**src/sv/cmap_pkg.sv**
```systemverilog
package cmap_pkg;

  localparam int unsigned LevelWidth = 18;
  localparam int unsigned Q16Width   = 17;
  localparam int unsigned FracWidth  = 15;
  localparam int unsigned KeyWidth   = 16;
  localparam int unsigned ProdWidth  = KeyWidth + FracWidth;
  localparam int unsigned NumChan    = 3;

  localparam logic [Q16Width-1:0]  OneQ16  = 17'd65536;
  localparam logic [Q16Width-1:0]  HalfQ16 = 17'd32768;
  localparam logic [FracWidth-1:0] OneQ14  = 15'd16384;

  localparam logic MapViridis  = 1'b0;
  localparam logic MapCoolwarm = 1'b1;

  localparam logic [1:0] ChanRed   = 2'd0;
  localparam logic [1:0] ChanGreen = 2'd1;
  localparam logic [1:0] ChanBlue  = 2'd2;

  typedef logic [Q16Width-1:0]  q16_t;
  typedef logic [ProdWidth-1:0] prod_t;
  typedef logic [7:0]           byte_t;

  // Payload handed from the blend stage to the quantising stage.
  typedef struct packed {
    logic                   mode;
    prod_t [NumChan-1:0]    prod_lo;
    prod_t [NumChan-1:0]    prod_hi;
    q16_t  [NumChan-1:0]    cw;
  } blend_t;

  // Viridis key colours in Q16, rows are keys, channel order red, green, blue.
  function automatic logic [KeyWidth-1:0] vir_key(input logic [2:0] k, input logic [1:0] ch);
    logic [KeyWidth-1:0] v;
    v = '0;
    case ({k, ch})
      {3'd0, ChanRed}:   v = 16'd17498;
      {3'd0, ChanGreen}: v = 16'd328;
      {3'd0, ChanBlue}:  v = 16'd21561;
      {3'd1, ChanRed}:   v = 16'd15139;
      {3'd1, ChanGreen}: v = 16'd21103;
      {3'd1, ChanBlue}:  v = 16'd35717;
      {3'd2, ChanRed}:   v = 16'd8454;
      {3'd2, ChanGreen}: v = 16'd37290;
      {3'd2, ChanBlue}:  v = 16'd35979;
      {3'd3, ChanRed}:   v = 16'd24183;
      {3'd3, ChanGreen}: v = 16'd51642;
      {3'd3, ChanBlue}:  v = 16'd25166;
      {3'd4, ChanRed}:   v = 16'd65077;
      {3'd4, ChanGreen}: v = 16'd59376;
      {3'd4, ChanBlue}:  v = 16'd9503;
      default:           v = '0;
    endcase
    return v;
  endfunction

endpackage

```
**src/sv/cmap_front.sv**
```systemverilog
module cmap_front (
  input  logic                                 clk,
  input  logic                                 en,
  input  logic signed [cmap_pkg::LevelWidth-1:0] level,
  input  logic                                 mode,
  output cmap_pkg::q16_t                       t_r,
  output logic                                 mode_r
);
  import cmap_pkg::*;

  q16_t t_nxt;

  // Negative values go to zero, anything above one saturates at one.
  always_comb begin
    if (level[LevelWidth-1]) begin
      t_nxt = '0;
    end else if (level[LevelWidth-2:0] > OneQ16) begin
      t_nxt = OneQ16;
    end else begin
      t_nxt = level[Q16Width-1:0];
    end
  end

  always_ff @(posedge clk) begin
    if (en) begin
      t_r    <= t_nxt;
      mode_r <= mode;
    end
  end

endmodule

```
**src/sv/cmap_blend.sv**
```systemverilog
module cmap_blend (
  input  logic             clk,
  input  logic             en,
  input  cmap_pkg::q16_t   t,
  input  logic             mode,
  output cmap_pkg::blend_t blend_r
);
  import cmap_pkg::*;

  logic [2:0]           k;
  q16_t                 f_full;
  logic [FracWidth-1:0] f;
  logic [FracWidth-1:0] wf;
  q16_t                 s_hi;
  q16_t                 cw_c;
  blend_t               blend_nxt;

  always_comb begin
    k = (t[16:14] > 3'd3) ? 3'd3 : t[16:14];
    f_full = t - {k[1:0], 14'd0};
    f  = f_full[FracWidth-1:0];
    wf = OneQ14 - f;
    s_hi = (t - HalfQ16) << 1;
    blend_nxt.mode = mode;
    for (int ch = 0; ch < NumChan; ch++) begin
      blend_nxt.prod_lo[ch] = vir_key(k, 2'(ch)) * wf;
      blend_nxt.prod_hi[ch] = vir_key(k + 3'd1, 2'(ch)) * f;
    end
    if (t < HalfQ16) begin
      cw_c = {t[15:0], 1'b0};
      blend_nxt.cw[ChanRed]   = cw_c;
      blend_nxt.cw[ChanGreen] = cw_c;
      blend_nxt.cw[ChanBlue]  = OneQ16;
    end else begin
      cw_c = OneQ16 - s_hi;
      blend_nxt.cw[ChanRed]   = OneQ16;
      blend_nxt.cw[ChanGreen] = cw_c;
      blend_nxt.cw[ChanBlue]  = cw_c;
    end
  end

  always_ff @(posedge clk) begin
    if (en) begin
      blend_r <= blend_nxt;
    end
  end

endmodule

```
**src/sv/cmap_quant.sv**
```systemverilog
module cmap_quant (
  input  logic             clk,
  input  logic             en,
  input  cmap_pkg::blend_t blend,
  output cmap_pkg::byte_t  red_r,
  output cmap_pkg::byte_t  green_r,
  output cmap_pkg::byte_t  blue_r,
  output logic             mode_r
);
  import cmap_pkg::*;

  byte_t [NumChan-1:0] chan_nxt;

  always_comb begin
    logic [ProdWidth:0] sum;
    q16_t               q;
    logic [24:0]        scaled;
    for (int ch = 0; ch < NumChan; ch++) begin
      sum = {1'b0, blend.prod_lo[ch]} + {1'b0, blend.prod_hi[ch]};
      if (blend.mode == MapCoolwarm) begin
        q = blend.cw[ch];
      end else if (sum[ProdWidth:14] > {1'b0, OneQ16}) begin
        q = OneQ16;
      end else begin
        q = sum[30:14];
      end
      // Times 255 is a shift and a subtract.
      scaled = {q, 8'd0} - {8'd0, q};
      chan_nxt[ch] = scaled[23:16];
    end
  end

  always_ff @(posedge clk) begin
    if (en) begin
      red_r   <= chan_nxt[ChanRed];
      green_r <= chan_nxt[ChanGreen];
      blue_r  <= chan_nxt[ChanBlue];
      mode_r  <= blend.mode;
    end
  end

endmodule

```
**src/sv/scalar_to_rgb_colormap_unit.sv**
```systemverilog
// An accepted input word passes through the front, blend and quant stage registers to the output.
// Throughput: one word per clock while out_tready is high; each of the three stages holds one word.
// The output register advances whenever it is empty or being read, and a
// bubble in any stage is squeezed out as the stage behind it moves forward.
// Reset (rst_n low, synchronous) empties the pipeline and selects viridis mode.
module scalar_to_rgb_colormap_unit (
  input  logic        clk,
  input  logic        rst_n,
  // Configuration write: map_select in bit 0.
  input  logic        cfg_valid,
  output logic        cfg_ready,
  input  logic [7:0]  cfg_data,
  // Input stream.
  input  logic        in_tvalid,
  output logic        in_tready,
  input  logic [23:0] in_tdata,   // [17:0] level (signed Q2.16), [23:18] zero
  // Output stream.
  output logic        out_tvalid,
  input  logic        out_tready,
  output logic [23:0] out_tdata   // [7:0] red, [15:8] green, [23:16] blue
);
  import cmap_pkg::*;

  // The single map mode register is to change only while idle (the block does not
  // enforce it); each word carries its mode, so every stage sees its own word's mode.
  logic   map_select_r;
  logic   map_select_nxt;

  // Valid bits of the three stages; the last one is the output register.
  logic   s1_valid_r, s1_valid_nxt;
  logic   s2_valid_r, s2_valid_nxt;
  logic   s3_valid_r, s3_valid_nxt;

  // A stage may load when it is empty or when its contents are moving on.
  logic   s1_en, s2_en, s3_en;

  q16_t   t_s1;
  logic   mode_s1;
  blend_t blend_s2;
  byte_t  red_s3, green_s3, blue_s3;
  logic   mode_s3;

  assign cfg_ready = 1'b1;

  always_comb begin
    map_select_nxt = map_select_r;
    if (cfg_valid && cfg_ready) begin
      map_select_nxt = cfg_data[0];
    end
  end

  assign s3_en     = !s3_valid_r || out_tready;
  assign s2_en     = !s2_valid_r || s3_en;
  assign s1_en     = !s1_valid_r || s2_en;
  assign in_tready = s1_en;

  always_comb begin
    s1_valid_nxt = s1_en ? in_tvalid  : s1_valid_r;
    s2_valid_nxt = s2_en ? s1_valid_r : s2_valid_r;
    s3_valid_nxt = s3_en ? s2_valid_r : s3_valid_r;
  end

  always_ff @(posedge clk) begin
    if (!rst_n) begin
      map_select_r <= MapViridis;
      s1_valid_r   <= 1'b0;
      s2_valid_r   <= 1'b0;
      s3_valid_r   <= 1'b0;
    end else begin
      map_select_r <= map_select_nxt;
      s1_valid_r   <= s1_valid_nxt;
      s2_valid_r   <= s2_valid_nxt;
      s3_valid_r   <= s3_valid_nxt;
    end
  end

  // Stage one clamps the level into the unit interval.
  cmap_front u_front (
    .clk    (clk),
    .en     (s1_en),
    .level  (in_tdata[LevelWidth-1:0]),
    .mode   (map_select_r),
    .t_r    (t_s1),
    .mode_r (mode_s1)
  );

  // Stage two forms the two weighted key products per channel and the
  // coolwarm ramp values.
  cmap_blend u_blend (
    .clk     (clk),
    .en      (s2_en),
    .t       (t_s1),
    .mode    (mode_s1),
    .blend_r (blend_s2)
  );

  // Stage three sums and clamps each channel (in coolwarm mode it takes the ramp value) and scales it to a byte.
  cmap_quant u_quant (
    .clk     (clk),
    .en      (s3_en),
    .blend   (blend_s2),
    .red_r   (red_s3),
    .green_r (green_s3),
    .blue_r  (blue_s3),
    .mode_r  (mode_s3)
  );

  assign out_tvalid = s3_valid_r;
  assign out_tdata  = {blue_s3, green_s3, red_s3};

  // An accepted word is always held in the first stage on the next cycle.
  a_accept_lands: assert property (@(posedge clk) disable iff (!rst_n)
    in_tvalid && in_tready |=> s1_valid_r)
    else $error("accepted word did not reach the first stage");

  // A word stuck in the first stage is not dropped.
  a_s1_holds: assert property (@(posedge clk) disable iff (!rst_n)
    s1_valid_r && !s2_en |=> s1_valid_r)
    else $error("first stage lost a stalled word");

  // A word in the middle stage is either kept or passed to the output.
  a_s2_moves: assert property (@(posedge clk) disable iff (!rst_n)
    s2_valid_r |=> s2_valid_r || s3_valid_r)
    else $error("middle stage word vanished");

  // Coolwarm always saturates either red or blue.
  a_coolwarm_end: assert property (@(posedge clk) disable iff (!rst_n)
    out_tvalid && (mode_s3 == MapCoolwarm) |-> (red_s3 == 8'd255) || (blue_s3 == 8'd255))
    else $error("coolwarm colour has neither red nor blue at full scale");

endmodule
```
**config.mk**
```make
export PLATFORM = sky130hd
export DESIGN_NAME = scalar_to_rgb_colormap_unit
export DESIGN_NICKNAME = d
export VERILOG_FILES = /design/src/sv/cmap_pkg.sv /design/src/sv/cmap_front.sv /design/src/sv/cmap_blend.sv /design/src/sv/cmap_quant.sv /design/src/sv/scalar_to_rgb_colormap_unit.sv
export SDC_FILE = /design/constraint.sdc
export NUM_CORES = 2
export LEC_CHECK = 0
export BUFFER_PORTS_ARGS = -buffer_cell sky130_fd_sc_hd__buf_2
export CAP_MARGIN = 0
export CORE_ASPECT_RATIO = 0.75
export CORE_MARGIN = 3
export CORE_UTILIZATION = 30
export DETAILED_ROUTE_END_ITERATION = 10
export PLACE_DENSITY = 0.49
export SYNTH_ARGS = -nofsm -noshare
export SYNTH_HDL_FRONTEND = slang
export SYNTH_HIERARCHICAL = 1
export SYNTH_SLANG_ARGS = --single-unit
```
**constraint.sdc**
```tcl
create_clock -name clk -period 10.7 [get_ports clk]
set_input_delay 1.605 -clock clk [delete_from_list [all_inputs] [get_ports clk]]
set_output_delay 1.605 -clock clk [all_outputs]
set_load 0.02 [all_outputs]
```
==> results <==
- The root buffer selected by CTS is sky130_fd_sc_hd__clkbuf_16.
- After the last flow step, the layout net total stands at approximately 8100.
- From synthesis to final layout, the design area changed by 8.725%.
- The die extent in x is 517.8 µm.
- Setup violations remaining at the end of the flow were counted as 0.
- The element type at the critical path start is a register.
- The critical path data arrival time is just over 10 ns.
- Clock latency on the worst-skew pair, taken at its later pin, is 0.59 ns.
- The initial core utilization is 0.3025.
- In the routed design, unresolved DRC markers number 0.
- The number of levels in the clock H-tree is 2.
- The global-route wire length before repair is approximately 320000 µm.
- The overall overflow remaining after global route is 0.
- The required time of the critical path is roughly 11 ns.
- The initial DRC count is around 4400.
- The die is about 390 µm tall.
- The total of cells resized after clock tree synthesis is 0.
- In this run, post-CTS hold repair placed 0 buffers.
- The number of standard cells after synthesis is 6151.
- Setup repair after global routing left no endpoint under its margin.
- During placement, the flow inserted port buffers numbering 49.
- The number of nets with antenna violations after routing is 0.
- The final-layout setup total negative slack is 0 ns.
- The library cells used most frequently in the layout, excluding fill and tap cells, are sky130_fd_sc_hd__inv_1, sky130_fd_sc_hd__fa_1, sky130_fd_sc_hd__ha_1, sky130_fd_sc_hd__nand2_1, sky130_fd_sc_hd__nor2_1.
- The max-cap check violation count is 0.
- For the finished layout, the period the worst path requires is around 10 ns.
- The number of global-route vias before repair is 44890.
- In the finished design, the share of the clock period the worst path needs comes to 0.9091.
- The core region is between 0.15 and 0.2 mm².
- The sink count of the clock tree is roughly 280.
- The count of yosys warnings during synthesis is 6.
- The endpoint kind of the worst setup timing path is a register.
- The worst hold path class is reg2reg.
- The final route contains ~44000 vias.
- Buffers added to address setup during post-CTS repair amount to 0.
- The overall fraction of global-route tracks in use is 0.2168.
- The final wirelength is about 220000 µm.
- The summed instance area of the synthesized netlist is 0.05893 mm².
- The number of antenna violations at the first check in global routing is 10.
- Tracing the worst setup path back leads to its startpoint at u_front/t_r[1].
- The TritonCTS clock tree is built.
- The repair_antennas step left the layout with diodes totalling 0.
- The clock tree skew after final layout is 0.03045 ns.
- The first detailed-routing pass took 7 iterations.
- The weighted congestion at the end of routability-driven global placement is about 1.
- The worst hold path startpoint is u_front/mode_r.
- Headroom to the max-slew limit came out at 0.09936.
- The overall die area is a little over 0.2 mm².
- The flow ran to the end, and the final reports show no timing, DRC or antenna violations.
- The pin count of the biggest net entering global routing is about 160.
- The mean instance size in the synthesized netlist is about 9.6 µm².
- The setup path with the least slack is of type reg2reg.
- The total count of hold-check failures in the final report came to 0.
- The startpoint of the lowest-slack register-to-register path is u_front/t_r[1].
- The number of vias per cell is ~5.
- Detailed placement finished with a half-perimeter wire length of approximately 190000 µm.
- The number of buffers created by CTS is 34.
- Of the cells placed in the final design, the portion with a size suffix greater than 1 is 0.04708.
- The routed length per placed instance is around 25 µm.
- The most common cell after layout, fill and taps aside is sky130_fd_sc_hd__inv_1.
- The I/O pin count is 64.
- For the pin with the worst max-slew slack, the measured transition is approximately 1.3 ns.
- No sink is reached through more buffers than the 3 on the longest clock path.
- Fill cells in the final layout number around 20000.
- The max-slew violation count is 0.
- The highest achievable clock rate is approximately 100 MHz.
- The floorplan has 140 rows.
- In this run the worst path has a maximum fanout of 20.
- The clock-pin slew on the worst setup and hold paths is 0.07 ns.
-- final timing paths --
path / cells past startpoint / endpoint / slack (ns)
setup / recovery: 27 / u_blend/blend_r[173] / 0.97
hold reg to reg: 0 / u_blend/blend_r[237] / 0.42
hold / removal: 0 / u_blend/blend_r[237] / 0.42
setup reg to reg: 27 / u_blend/blend_r[173] / 0.97
-- area by class of cell --
class	count	area (µm²)	area share
clock buffers	37	862.1	0.01346
inverters	1486	5585	0.08718
well taps	2627	3287	0.05130
repair buffers	155	1054	0.01644
multi-input cells	4303	44600	0.6962
flip-flops and latches	281	8398	0.1311
clock inverters	25	279.0	0.004355
-- per-stage QoR --
step,instance area (µm²),std cells,hold slack [ns],setup slack [ns],utilization
2_1_floorplan,59120,6202,0.4003,2.348,-
3_3_place_gp,62930,8852,0.4101,1.172,0.3230
3_5_place_dp,62930,8852,0.4052,1.143,0.3230
4_1_cts,64070,8914,0.4199,1.113,0.3289
5_1_grt,64070,8914,0.4311,0.6523,0.3289
6_report,64070,8914,0.4229,0.9724,0.3289
-- worst max-delay path, stage by stage (launching register included) --
cell,delay (ns)
sky130_fd_sc_hd__edfxtp_1,0.36
sky130_fd_sc_hd__buf_4,0.25
sky130_fd_sc_hd__inv_1,0.30
sky130_fd_sc_hd__ha_1,0.31
sky130_fd_sc_hd__nand2_1,0.16
sky130_fd_sc_hd__or3_1,0.39
sky130_fd_sc_hd__xnor2_1,0.53
sky130_fd_sc_hd__clkinv_1,0.64
sky130_fd_sc_hd__nand2_1,0.55
sky130_fd_sc_hd__nand2_1,0.39
sky130_fd_sc_hd__fa_1,0.62
sky130_fd_sc_hd__fa_1,0.43
sky130_fd_sc_hd__fa_1,0.48
sky130_fd_sc_hd__fa_1,0.40
sky130_fd_sc_hd__fa_1,0.57
sky130_fd_sc_hd__inv_1,0.07
sky130_fd_sc_hd__fa_1,0.51
sky130_fd_sc_hd__inv_1,0.05
sky130_fd_sc_hd__ha_1,0.32
sky130_fd_sc_hd__nand2_1,0.08
sky130_fd_sc_hd__nor4_1,0.45
sky130_fd_sc_hd__inv_1,0.14
sky130_fd_sc_hd__nor2_1,0.16
sky130_fd_sc_hd__nand3_1,0.14
sky130_fd_sc_hd__a21oi_1,0.24
sky130_fd_sc_hd__o31ai_1,0.17
sky130_fd_sc_hd__and4b_1,0.22
sky130_fd_sc_hd__or4b_1,0.50
-- metal layers --
layer	track usage	up-vias	routed length (µm)
met5	0	-	47
met1	0.3429	22290	109200
met2	0.2812	1911	81590
li1	-	19920	-
met3	0.07106	183	25270
met4	0.03845	6	4382
-- state kept, by name (all words and copies together), names as in the netlist --
signal and flops:
out_tvalid 1, map_select_r 1, u_quant/red_r 8, s2_valid_r 1, u_front/t_r 17, u_quant/green_r 8
u_blend/blend_r 235, u_quant/blue_r 8, u_front/mode_r 1, s1_valid_r 1
Power is left out: the tool's default activity adds up to more than one toggle a clock period on the data nets, which glitch-free logic cannot reach.
